$ cat config.mk
export PLATFORM = sky130hd
export DESIGN_NAME = chained_free_block_allocator
export DESIGN_NICKNAME = d
export VERILOG_FILES = /design/src/cfba_pkg.sv /design/src/chained_free_block_allocator.sv /design/src/cfba_front.sv /design/src/cfba_queue.sv /design/src/cfba_back.sv
export SDC_FILE = /design/constraint.sdc
export NUM_CORES = 2
export LEC_CHECK = 0
export BUFFER_PORTS_ARGS = -buffer_cell sky130_fd_sc_hd__buf_2
export CAP_MARGIN = 25
export CORE_ASPECT_RATIO = 1.5
export CORE_MARGIN = 1.5
export CORE_UTILIZATION = 60
export DETAILED_ROUTE_END_ITERATION = 6
export PLACE_DENSITY = 0.77
export SYNTH_ARGS = -nofsm -noshare
export SYNTH_HDL_FRONTEND = slang
export SYNTH_SLANG_ARGS = --single-unit
$ cat constraint.sdc
create_clock -name clk -period 7.31 [get_ports clk]
set_input_delay 1.462 -clock clk [delete_from_list [all_inputs] [get_ports clk]]
set_output_delay 1.462 -clock clk [all_outputs]
set_load 0.1 [all_outputs]
$ cat src/cfba_pkg.sv
// ----------------------------------------------------------------------------
// cfba_pkg
// shared types, codes and defaults of the chained free block allocator
// ----------------------------------------------------------------------------
package cfba_pkg;

	localparam int unsigned WINDOW_DEPTH_DEF = 32;
	localparam int unsigned BN_BITS_DEF      = 32;
	localparam int unsigned WORD_W           = 32;
	localparam int unsigned WIDX_W           = 6;
	localparam int unsigned QUEUE_DEPTH      = 2;
	localparam int unsigned CFG_IDX_W        = 1;

	localparam logic [WORD_W-1:0] FIRST_RESET = 32'd64;
	localparam logic [WORD_W-1:0] TOTAL_RESET = 32'd4096;

	// configuration register indexes
	localparam logic [CFG_IDX_W-1:0] CFG_FIRST_DATA = 1'b0;
	localparam logic [CFG_IDX_W-1:0] CFG_TOTAL      = 1'b1;

	typedef enum logic [1:0] {
		OP_FORMAT = 2'd0,
		OP_ALLOC  = 2'd1,
		OP_FREE   = 2'd2,
		OP_CHAIN  = 2'd3
	} op_t;

	typedef enum logic [3:0] {
		K_GRANTED    = 4'd0,
		K_NO_FREE    = 4'd1,
		K_EXHAUSTED  = 4'd2,
		K_BUSY       = 4'd3,
		K_FREED      = 4'd4,
		K_COUNTED    = 4'd5,
		K_REJECTED   = 4'd6,
		K_SPILL      = 4'd7,
		K_CHAIN_READ = 4'd8,
		K_FORMATTED  = 4'd9,
		K_IGNORED    = 4'd10
	} kind_t;

	typedef enum logic [2:0] {
		ST_IDLE,
		ST_FMT,
		ST_AL_EMIT,
		ST_SP_RD,
		ST_SP_EMIT,
		ST_SP_TERM,
		ST_EMIT
	} state_t;

	// classified command handed from front to back
	typedef struct packed {
		op_t               op;
		logic [WORD_W-1:0] bn;
		logic              reject;
	} cmd_t;

	typedef struct packed {
		kind_t             kind;
		logic [WORD_W-1:0] bn;
		logic [WIDX_W-1:0] idx;
		logic [WORD_W-1:0] val;
		logic              last;
	} res_t;

endpackage

$ cat src/chained_free_block_allocator.sv
// ----------------------------------------------------------------------------
// chained_free_block_allocator
// free block allocator with an on-chip window stack and an overflow chain
// ----------------------------------------------------------------------------
// usage:
//   input transactions carry an op in s_tuser (format, allocate, free, chain
//   word) and a block number or chain word in s_tdata
//   each transaction, but a chain word that continues a refill, gives
//   results on the m channel: kind in m_tuser, block, word index and word
//   value in m_tdata, m_tlast on the final result; a free into a full
//   window streams the window plus a zero terminator as spill words into
//   the freed block; an allocate that empties the window while more than
//   one block is free asks for a chain read, and chain words then refill
//   it; a transaction passes the command queue, the back end's dispatch
//   and emit states and the output register; the back end takes one at a
//   time; a spill reads and emits each window word, then the terminator;
//   format writes one window entry per cycle, up to WINDOW_DEPTH, before its result
//   a two-entry command queue takes transactions while the back end works
//   or m_tready is low; s_tready drops when it is full and for the first
//   cycle after reset; results wait in the output register while stalled
//   reset clears the window count, free count and refill flag; config
//   registers return to first block 64 and 4096 total blocks
//   cfg_we writes cfg_data into the register selected by cfg_index
// ----------------------------------------------------------------------------
module chained_free_block_allocator
	import cfba_pkg::*;
#(
	parameter int unsigned WINDOW_DEPTH      = WINDOW_DEPTH_DEF,
	parameter int unsigned BLOCK_NUMBER_BITS = BN_BITS_DEF
) (
	input  logic                 clk,
	input  logic                 arst_n,
	// input channel
	input  logic                 s_tvalid,
	output logic                 s_tready,
	input  logic [WORD_W-1:0]    s_tdata,   // block_number
	input  logic [1:0]           s_tuser,   // op
	// result channel
	output logic                 m_tvalid,
	input  logic                 m_tready,
	output logic [71:0]          m_tdata,   // block_number_res, word_index, word_value
	output logic [3:0]           m_tuser,   // kind
	output logic                 m_tlast,
	// configuration write port
	input  logic                 cfg_we,
	input  logic [CFG_IDX_W-1:0] cfg_index,
	input  logic [WORD_W-1:0]    cfg_data
);

	logic [WORD_W-1:0] first_q;
	logic [WORD_W-1:0] total_q;

	logic q_full, q_push, q_valid, q_pop;
	cmd_t push_cmd, head_cmd;
	res_t res;

	// configuration registers
	always_ff @(posedge clk or negedge arst_n) begin
		if (!arst_n) begin
			first_q <= FIRST_RESET;
			total_q <= TOTAL_RESET;
		end else if (cfg_we) begin
			case (cfg_index)
				CFG_FIRST_DATA: first_q <= cfg_data;
				CFG_TOTAL:      total_q <= cfg_data;
				default: ;
			endcase
		end
	end

	// front: accept and classify
	cfba_front #(
		.BLOCK_NUMBER_BITS(BLOCK_NUMBER_BITS)
	) u_front (
		.clk         (clk),
		.arst_n      (arst_n),
		.s_tvalid    (s_tvalid),
		.s_tready    (s_tready),
		.s_tdata     (s_tdata),
		.s_tuser     (s_tuser),
		.first_block (first_q),
		.total_blocks(total_q),
		.q_full      (q_full),
		.q_push      (q_push),
		.q_cmd       (push_cmd)
	);

	// command queue between the two halves
	cfba_queue u_queue (
		.clk       (clk),
		.arst_n    (arst_n),
		.push      (q_push),
		.push_cmd  (push_cmd),
		.full      (q_full),
		.pop       (q_pop),
		.head_valid(q_valid),
		.head_cmd  (head_cmd)
	);

	// back: window memory, counters and result register
	cfba_back #(
		.WINDOW_DEPTH(WINDOW_DEPTH)
	) u_back (
		.clk         (clk),
		.arst_n      (arst_n),
		.first_block (first_q),
		.total_blocks(total_q),
		.q_valid     (q_valid),
		.q_cmd       (head_cmd),
		.q_pop       (q_pop),
		.out_valid   (m_tvalid),
		.out_ready   (m_tready),
		.out_res     (res)
	);

	// pack the result transaction
	assign m_tdata = {2'b00, res.val, res.idx, res.bn};
	assign m_tuser = res.kind;
	assign m_tlast = res.last;

endmodule

$ cat src/cfba_front.sv
// ----------------------------------------------------------------------------
// cfba_front
// accepts input transactions, masks the block number and range-checks frees
// ----------------------------------------------------------------------------
module cfba_front
	import cfba_pkg::*;
#(
	parameter int unsigned BLOCK_NUMBER_BITS = BN_BITS_DEF
) (
	input  logic              clk,
	input  logic              arst_n,
	input  logic              s_tvalid,
	output logic              s_tready,
	input  logic [WORD_W-1:0] s_tdata,
	input  logic [1:0]        s_tuser,
	input  logic [WORD_W-1:0] first_block,
	input  logic [WORD_W-1:0] total_blocks,
	input  logic              q_full,
	output logic              q_push,
	output cmd_t              q_cmd
);

	localparam logic [WORD_W-1:0] BN_MASK = {WORD_W{1'b1}} >> (WORD_W - BLOCK_NUMBER_BITS);

	logic [WORD_W-1:0] bn;
	logic              busy_q;

	// hold off until busy_q clears after reset release
	always_ff @(posedge clk or negedge arst_n) begin
		if (!arst_n) begin
			busy_q <= 1'b1;
		end else begin
			busy_q <= 1'b0;
		end
	end

	assign bn       = s_tdata & BN_MASK;
	assign s_tready = !q_full && !busy_q;
	assign q_push   = s_tvalid && s_tready;

	always_comb begin
		q_cmd.op     = op_t'(s_tuser);
		q_cmd.bn     = bn;
		q_cmd.reject = (op_t'(s_tuser) == OP_FREE) && ((bn < first_block) || (bn >= total_blocks));
	end

endmodule

$ cat src/cfba_queue.sv
// ----------------------------------------------------------------------------
// cfba_queue
// short command queue between front and back
// ----------------------------------------------------------------------------
module cfba_queue
	import cfba_pkg::*;
(
	input  logic clk,
	input  logic arst_n,
	input  logic push,
	input  cmd_t push_cmd,
	output logic full,
	input  logic pop,
	output logic head_valid,
	output cmd_t head_cmd
);

	localparam int unsigned QAW = $clog2(QUEUE_DEPTH);
	localparam int unsigned QCW = $clog2(QUEUE_DEPTH + 1);

	cmd_t           ent_q [QUEUE_DEPTH];
	logic [QAW-1:0] wptr_q;
	logic [QAW-1:0] rptr_q;
	logic [QCW-1:0] count_q;

	assign full       = count_q == QCW'(QUEUE_DEPTH);
	assign head_valid = count_q != '0;
	assign head_cmd   = ent_q[rptr_q];

	always_ff @(posedge clk) begin
		if (push) begin
			ent_q[wptr_q] <= push_cmd;
		end
	end

	always_ff @(posedge clk or negedge arst_n) begin
		if (!arst_n) begin
			wptr_q  <= '0;
			rptr_q  <= '0;
			count_q <= '0;
		end else begin
			if (push) begin
				wptr_q <= wptr_q + 1'b1;
			end
			if (pop) begin
				rptr_q <= rptr_q + 1'b1;
			end
			if (push && !pop) begin
				count_q <= count_q + 1'b1;
			end else if (pop && !push) begin
				count_q <= count_q - 1'b1;
			end
		end
	end

endmodule

$ cat src/cfba_back.sv
// ----------------------------------------------------------------------------
// cfba_back
// executes commands against the window memory and drives the result register
// ----------------------------------------------------------------------------
module cfba_back
	import cfba_pkg::*;
#(
	parameter int unsigned WINDOW_DEPTH = WINDOW_DEPTH_DEF
) (
	input  logic              clk,
	input  logic              arst_n,
	input  logic [WORD_W-1:0] first_block,
	input  logic [WORD_W-1:0] total_blocks,
	input  logic              q_valid,
	input  cmd_t              q_cmd,
	output logic              q_pop,
	output logic              out_valid,
	input  logic              out_ready,
	output res_t              out_res
);

	localparam int unsigned AW = $clog2(WINDOW_DEPTH);
	localparam int unsigned FW = $clog2(WINDOW_DEPTH + 1);
	localparam logic [FW-1:0] WD_F  = FW'(WINDOW_DEPTH);
	localparam logic [FW-1:0] WD_M1 = FW'(WINDOW_DEPTH - 1);

	state_t            state_q, state_d;
	logic [FW-1:0]     fill_q;
	logic [WORD_W-1:0] free_q;
	logic              refill_q;
	logic [WORD_W-1:0] pend_q;
	logic [FW-1:0]     wt_q;
	logic [FW-1:0]     cnt_q;
	logic [WORD_W-1:0] bn_q;
	res_t              res_q;
	res_t              res_d;
	logic              out_valid_q;
	res_t              out_q;

	logic [WORD_W-1:0] mem [WINDOW_DEPTH];
	logic [WORD_W-1:0] rd_q;
	logic              mem_we, mem_re;
	logic [AW-1:0]     mem_wa, mem_ra;
	logic [WORD_W-1:0] mem_wd;

	logic              out_free;
	logic              emit_valid;
	res_t              emit_res;

	logic [FW-1:0]     fill_m1;
	logic [FW-1:0]     wt_inc;
	logic              alloc_go;
	logic              win_full;
	logic              chain_store;
	logic              chain_more;
	logic              fmt_write;
	logic [WORD_W-1:0] fmt_free;
	logic              to_chain;

	assign out_free    = !out_valid_q || out_ready;
	assign fill_m1     = fill_q - 1'b1;
	assign wt_inc      = wt_q + 1'b1;
	assign alloc_go    = !refill_q && (free_q != '0) && (fill_q != '0);
	assign win_full    = fill_q == WD_F;
	assign chain_store = (q_cmd.bn != '0) && (wt_q != WD_F);
	assign chain_more  = chain_store && (wt_inc != WD_F);
	assign fmt_write   = (cnt_q != WD_F) && ({{(WORD_W-FW){1'b0}}, cnt_q} < free_q);
	assign fmt_free    = (total_blocks > first_block) ? (total_blocks - first_block) : '0;
	assign to_chain    = (fill_q == '0) && (free_q > 32'd1);

	// single-result answers decided at dispatch
	always_comb begin
		res_d = '{kind: K_IGNORED, bn: '0, idx: '0, val: '0, last: 1'b1};
		case (q_cmd.op)
			OP_FORMAT: begin
				res_d.kind = K_FORMATTED;
			end
			OP_ALLOC: begin
				if (refill_q) begin
					res_d.kind = K_BUSY;
				end else if (free_q == '0) begin
					res_d.kind = K_NO_FREE;
				end else begin
					res_d.kind = K_EXHAUSTED;
				end
			end
			OP_FREE: begin
				res_d.bn = q_cmd.bn;
				if (q_cmd.reject) begin
					res_d.kind = K_REJECTED;
				end else if (refill_q) begin
					res_d.kind = K_COUNTED;
				end else begin
					res_d.kind = K_FREED;
				end
			end
			OP_CHAIN: begin
				if (refill_q) begin
					res_d.kind = K_GRANTED;
					res_d.bn   = pend_q;
				end
			end
			default: ;
		endcase
	end

	// next state
	always_comb begin
		state_d = state_q;
		case (state_q)
			ST_IDLE: begin
				if (q_valid) begin
					case (q_cmd.op)
						OP_FORMAT: state_d = ST_FMT;
						OP_ALLOC:  state_d = alloc_go ? ST_AL_EMIT : ST_EMIT;
						OP_FREE: begin
							if (!q_cmd.reject && !refill_q && win_full) begin
								state_d = ST_SP_RD;
							end else begin
								state_d = ST_EMIT;
							end
						end
						OP_CHAIN: begin
							state_d = (refill_q && chain_more) ? ST_IDLE : ST_EMIT;
						end
						default: state_d = ST_IDLE;
					endcase
				end
			end
			ST_FMT: begin
				if (!fmt_write && out_free) begin
					state_d = ST_IDLE;
				end
			end
			ST_AL_EMIT: begin
				if (out_free) begin
					state_d = ST_IDLE;
				end
			end
			ST_SP_RD: begin
				state_d = ST_SP_EMIT;
			end
			ST_SP_EMIT: begin
				if (out_free) begin
					state_d = (cnt_q == WD_M1) ? ST_SP_TERM : ST_SP_RD;
				end
			end
			ST_SP_TERM: begin
				if (out_free) begin
					state_d = ST_IDLE;
				end
			end
			ST_EMIT: begin
				if (out_free) begin
					state_d = ST_IDLE;
				end
			end
			default: state_d = ST_IDLE;
		endcase
	end

	// memory controls, queue pop and result emission
	always_comb begin
		q_pop      = 1'b0;
		mem_we     = 1'b0;
		mem_wa     = '0;
		mem_wd     = q_cmd.bn;
		mem_re     = 1'b0;
		mem_ra     = '0;
		emit_valid = 1'b0;
		emit_res   = res_q;
		case (state_q)
			ST_IDLE: begin
				if (q_valid) begin
					q_pop = 1'b1;
					case (q_cmd.op)
						OP_ALLOC: begin
							mem_re = alloc_go;
							mem_ra = fill_m1[AW-1:0];
						end
						OP_FREE: begin
							mem_we = !q_cmd.reject && !refill_q && !win_full;
							mem_wa = fill_q[AW-1:0];
						end
						OP_CHAIN: begin
							mem_we = refill_q && chain_store;
							mem_wa = wt_q[AW-1:0];
						end
						default: ;
					endcase
				end
			end
			ST_FMT: begin
				mem_we     = fmt_write;
				mem_wa     = cnt_q[AW-1:0];
				mem_wd     = first_block + {{(WORD_W-FW){1'b0}}, cnt_q};
				emit_valid = !fmt_write;
				emit_res   = '{kind: K_FORMATTED, bn: '0, idx: '0, val: '0, last: 1'b1};
			end
			ST_AL_EMIT: begin
				emit_valid = 1'b1;
				emit_res   = '{kind: (to_chain ? K_CHAIN_READ : K_GRANTED), bn: rd_q,
					idx: '0, val: '0, last: 1'b1};
			end
			ST_SP_RD: begin
				mem_re = 1'b1;
				mem_ra = cnt_q[AW-1:0];
			end
			ST_SP_EMIT: begin
				emit_valid = 1'b1;
				emit_res   = '{kind: K_SPILL, bn: bn_q, idx: WIDX_W'(cnt_q), val: rd_q,
					last: 1'b0};
			end
			ST_SP_TERM: begin
				emit_valid = 1'b1;
				emit_res   = '{kind: K_SPILL, bn: bn_q, idx: WIDX_W'(WD_F), val: '0,
					last: 1'b1};
				mem_we     = out_free;
				mem_wa     = '0;
				mem_wd     = bn_q;
			end
			ST_EMIT: begin
				emit_valid = 1'b1;
			end
			default: ;
		endcase
	end

	always_ff @(posedge clk) begin
		if (mem_we) begin
			mem[mem_wa] <= mem_wd;
		end
		if (mem_re) begin
			rd_q <= mem[mem_ra];
		end
	end

	always_ff @(posedge clk) begin
		if (state_q == ST_IDLE && q_valid) begin
			res_q <= res_d;
			bn_q  <= q_cmd.bn;
		end
		if (out_free && emit_valid) begin
			out_q <= emit_res;
		end
	end

	always_ff @(posedge clk or negedge arst_n) begin
		if (!arst_n) begin
			state_q     <= ST_IDLE;
			fill_q      <= '0;
			free_q      <= '0;
			refill_q    <= 1'b0;
			pend_q      <= '0;
			wt_q        <= '0;
			cnt_q       <= '0;
			out_valid_q <= 1'b0;
		end else begin
			state_q <= state_d;
			if (out_free) begin
				out_valid_q <= emit_valid;
			end
			case (state_q)
				ST_IDLE: begin
					if (q_valid) begin
						case (q_cmd.op)
							OP_FORMAT: begin
								free_q   <= fmt_free;
								refill_q <= 1'b0;
								pend_q   <= '0;
								wt_q     <= '0;
								cnt_q    <= '0;
							end
							OP_ALLOC: begin
								if (alloc_go) begin
									fill_q <= fill_m1;
								end
							end
							OP_FREE: begin
								if (!q_cmd.reject) begin
									if (free_q != '1) begin
										free_q <= free_q + 1'b1;
									end
									if (!refill_q) begin
										if (win_full) begin
											cnt_q <= '0;
										end else begin
											fill_q <= fill_q + 1'b1;
										end
									end
								end
							end
							OP_CHAIN: begin
								if (refill_q) begin
									if (chain_store) begin
										wt_q <= wt_inc;
									end
									if (!chain_more) begin
										fill_q   <= chain_store ? wt_inc : wt_q;
										refill_q <= 1'b0;
										if (free_q != '0) begin
											free_q <= free_q - 1'b1;
										end
									end
								end
							end
							default: ;
						endcase
					end
				end
				ST_FMT: begin
					if (fmt_write) begin
						cnt_q <= cnt_q + 1'b1;
					end else begin
						fill_q <= cnt_q;
					end
				end
				ST_AL_EMIT: begin
					if (out_free) begin
						if (to_chain) begin
							refill_q <= 1'b1;
							pend_q   <= rd_q;
							wt_q     <= '0;
						end else begin
							free_q <= free_q - 1'b1;
						end
					end
				end
				ST_SP_EMIT: begin
					if (out_free) begin
						cnt_q <= cnt_q + 1'b1;
					end
				end
				ST_SP_TERM: begin
					if (out_free) begin
						fill_q <= FW'(1);
					end
				end
				default: ;
			endcase
		end
	end

	assign out_valid = out_valid_q;
	assign out_res   = out_q;

endmodule

==> results.json <==
{
  "status": "finished clean",
  "antenna_found_initial": 9,
  "hp-class": "reg2reg",
  "path_clk_slew_ns": 0.07,
  "synthMuxAreaShare": 0.0145,
  "die-area_sq_um": 108000,
  "pwr-share-seq": 0.414,
  "ctsResizeCount": 0,
  "synth_top_family_by_area": "simple AND/OR/NAND/NOR gates",
  "grt.total_usage": 0.348,
  "core_area_sq_um": 105000,
  "post_cts_buffers": 0,
  "cts.path.max_buffers": 3,
  "cts_tree": "done",
  "final_common_cell": "edfxtp_1",
  "min_to": "u_back.pend_q[14]",
  "leakage_nw": 25.1,
  "ff2ff_setup_slack_ns": 1.81,
  "p_int_mw": 17.4,
  "hold_buffers": 0,
  "antenna_left": 0,
  "tightest_slew_ns": 1.14,
  "drive_above_1_share": 0.119,
  "row_count": 145,
  "skew_ns": 0.0333,
  "setup_viol": 0,
  "postSynthAreaPerCell_sq_um": 12.0,
  "cts_sinks": 1425,
  "async_flop_share": 0.109,
  "gr-total-overflow": 0,
  "vias": 45400,
  "power_frac_comb": 0.353,
  "yosys.area_share.simple": 0.145,
  "ios": 151,
  "most-common-layout-cells": "1269 x edfxtp_1, 1184 x nand2_1, 340 x nand3_1",
  "synth_cell_types": 92,
  "grt_max_degree": 131,
  "period_share": 0.753,
  "hold_viol_final": 0,
  "crit_arrival_ns": 6.07,
  "max_freq_mhz": 182,
  "power_switching_mw": 11.5,
  "hold_depth": 2,
  "crit_required_ns": 7.88,
  "grt_pass1_vias": 44400,
  "finalMaxSlewViolations": 0,
  "post-dp-hpwl_microns": 120000,
  "r2r_start": "u_back.state_q[2]",
  "synth.top_cell.area_share": 0.601,
  "max-cap-violations": 0,
  "root_buffer": "clkbuf_16",
  "stdcell_area_sq_um": 70600,
  "die_w_microns": 268,
  "start_util": 0.607,
  "place.gp.congestion": 1.03,
  "synth_ff_type": "edfxtp_1",
  "synth-edff-count": 1269,
  "worstSetupPathType": "reg2reg",
  "period_needed_ns": 5.50,
  "grt_pass1_wl_microns": 277000,
  "drt_iter0_drc": 6354,
  "slew_headroom": 0.233,
  "synth-compound-area-share": 0.112,
  "firstDrtPassIters": 6,
  "ir_drop_v": 0.000276,
  "drt-wirelength-per-cell_microns": 27.4,
  "rsz0062_at_grt": "false",
  "via_per_inst": 6.66,
  "syn2layout_area_growth_pct": 11.3,
  "path_max_fanout": 69,
  "syn_inst": 5277,
  "worstHoldStart": "u_back.pend_q[14]",
  "place_area_sq_um": 66400,
  "critPathLaunchType": "flip-flop",
  "die_y_microns": 401,
  "yosysTopAreaCell": "edfxtp_1",
  "endpoint_kind": "flip-flop",
  "r2r_cells": 13,
  "ys_seq_area_frac": 0.662,
  "drt_wl_total_microns": 187000,
  "synth_area_sq_um": 63400,
  "p_clk_frac": 0.232,
  "nNetsFinal": 5513,
  "clk_latency_ns": 0.77,
  "p_sw_frac": 0.398,
  "synthXorXnorAreaFrac": 0.0123,
  "tns_ns": 0,
  "r2r_end": "u_back.rd_q[2]",
  "synth-adder-area-share": 0.0245,
  "total_power_mw": 28.9,
  "yosysWarnings": 0,
  "synth_area_leaders": "edfxtp_1 60%, nand2_1 7.0%, dfrtp_1 6.0%",
  "layout.cells.non_filler": 6821,
  "ys_ff_latch": 1425,
  "port-buffer-count": 148,
  "dp.cells": 6575,
  "h-tree-depth": 4,
  "numCtsBuffers": 130,
  "power_density_nw_per_um2": 409,
  "drc": 0
}
==> flip-flops by register name, summed over array words and instances (netlist names), 2 cells and up <==
register and cells:
first_q 32, total_q 32, u_back.bn_q 32, u_back.cnt_q 6, u_back.fill_q 6, u_back.free_q 32, u_back.mem 1024, u_back.out_res 75
u_back.pend_q 32, u_back.rd_q 32, u_back.res_q 36, u_back.state_q 3, u_back.wt_q 6, u_queue.count_q 2, u_queue.ent_q 70
==> stage by stage <==
| step | setup slack [ns] | hold WS, ns | utilization |
|---|---|---|---|
| 3_3_place_gp | 2.06 | 0.449 | 0.632 |
| 3_5_place_dp | 1.97 | 0.456 | 0.635 |
| 4_1_cts | 1.94 | 0.471 | 0.674 |
| 6_report | 1.81 | 0.470 | 0.676 |
| 2_1_floorplan | 1.49 | 0.440 | - |
| 5_1_grt | 1.49 | 0.492 | 0.676 |
==> synth_stat cells, drive strengths merged (5+ instances only) <==
cell and instances:
dfrtp 153, and4 10, a21oi 157, a31oi 175, o22ai 16, mux2 72
and2 12, nand2b 14, or3 23, nand4 38, o31ai 11, mux2i 11
clkbuf 252, nand3 340, a21o 36, o21ai 159, xnor2 67, nor4 29
a22oi 18, a211oi 81, o221ai 46, nor2 154, o211ai 11, nor3 48
o21a 21, a221oi 34, inv 106, o21bai 8, or4 5, a22o 37
and3 114, or2 8, a311oi 131, nor2b 73, a32oi 7, xor2 22
ha 121, o22a 34, buf 107, nand2 1185, a211o 5, edfxtp 1269
==> how the worst max path moves through the flow <==
stage | from | endpoint | slack, ns | cells after the start
after floorplan | u_back.free_q[13] | u_back.out_res[0] | 1.49 | 8
after global placement | u_back.state_q[2] | u_back.rd_q[7] | 2.06 | 13
after detailed placement | u_back.state_q[2] | u_back.rd_q[7] | 1.97 | 13
after CTS | u_back.state_q[2] | u_back.rd_q[7] | 1.94 | 13
after global routing | u_back.state_q[2] | u_back.rd_q[2] | 1.49 | 13
final | u_back.state_q[2] | u_back.rd_q[2] | 1.81 | 13
==> cell families after synthesis <==
logic type | after synthesis
other | 1
buffers and inverters | 467
multiplexers | 83
flip-flops | 1425
AO/OA/AOI/OAI | 1024
adder cells (fa/ha/maj) | 123
AND/OR/NAND/NOR | 2065
XOR/XNOR | 89
==> critical path: stages (launching register included) <==
cell	delay, ns
dfrtp_4	0.66
clkinv_1	0.10
buf_4	0.39
nand3_1	0.54
inv_2	0.68
nand2_1	0.43
o21ai_4	0.80
buf_12	0.39
buf_12	0.33
nand2_1	0.10
a311oi_1	0.32
a31oi_1	0.09
o22a_1	0.29
o221ai_1	0.10
==> area by class of cell <==
cell class | count | area, sq um
well taps | 1396 | 1750
flip-flops and latches | 1425 | 42000
clock inverters | 77 | 702
clock buffers | 156 | 3410
fillers | 7200 | 33900
multi-input cells | 3387 | 20200
diodes | 6 | 15.0
repair buffers | 266 | 2090
inverters | 108 | 405
==> power by group through the flow <==
| stage | clock, mW | combinational, mW | sequential, mW |
|---|---|---|---|
| after floorplan | 0 | 5.37 | 13.1 |
| after global placement | 0 | 9.69 | 12.0 |
| after detailed placement | 0 | 9.87 | 12.1 |
| after CTS | 6.76 | 9.93 | 11.9 |
| after global routing | 7.07 | 10.8 | 12.0 |
| final | 6.71 | 10.2 | 12.0 |
==> per-layer routing <==
| layer | track usage | part of all wire | vias up | wire (microns) |
|---|---|---|---|---|
| met5 | 0 | 0.000043 | - | 8 |
| met4 | 0.229 | 0.075 | 2 | 14100 |
| met3 | 0.0708 | 0.093 | 704 | 17500 |
| met2 | 0.568 | 0.49 | 2794 | 91100 |
| met1 | 0.419 | 0.34 | 22100 | 64400 |
| li1 | - | - | 19800 | - |
No activity file was read; power rests on OpenSTA's default activity.
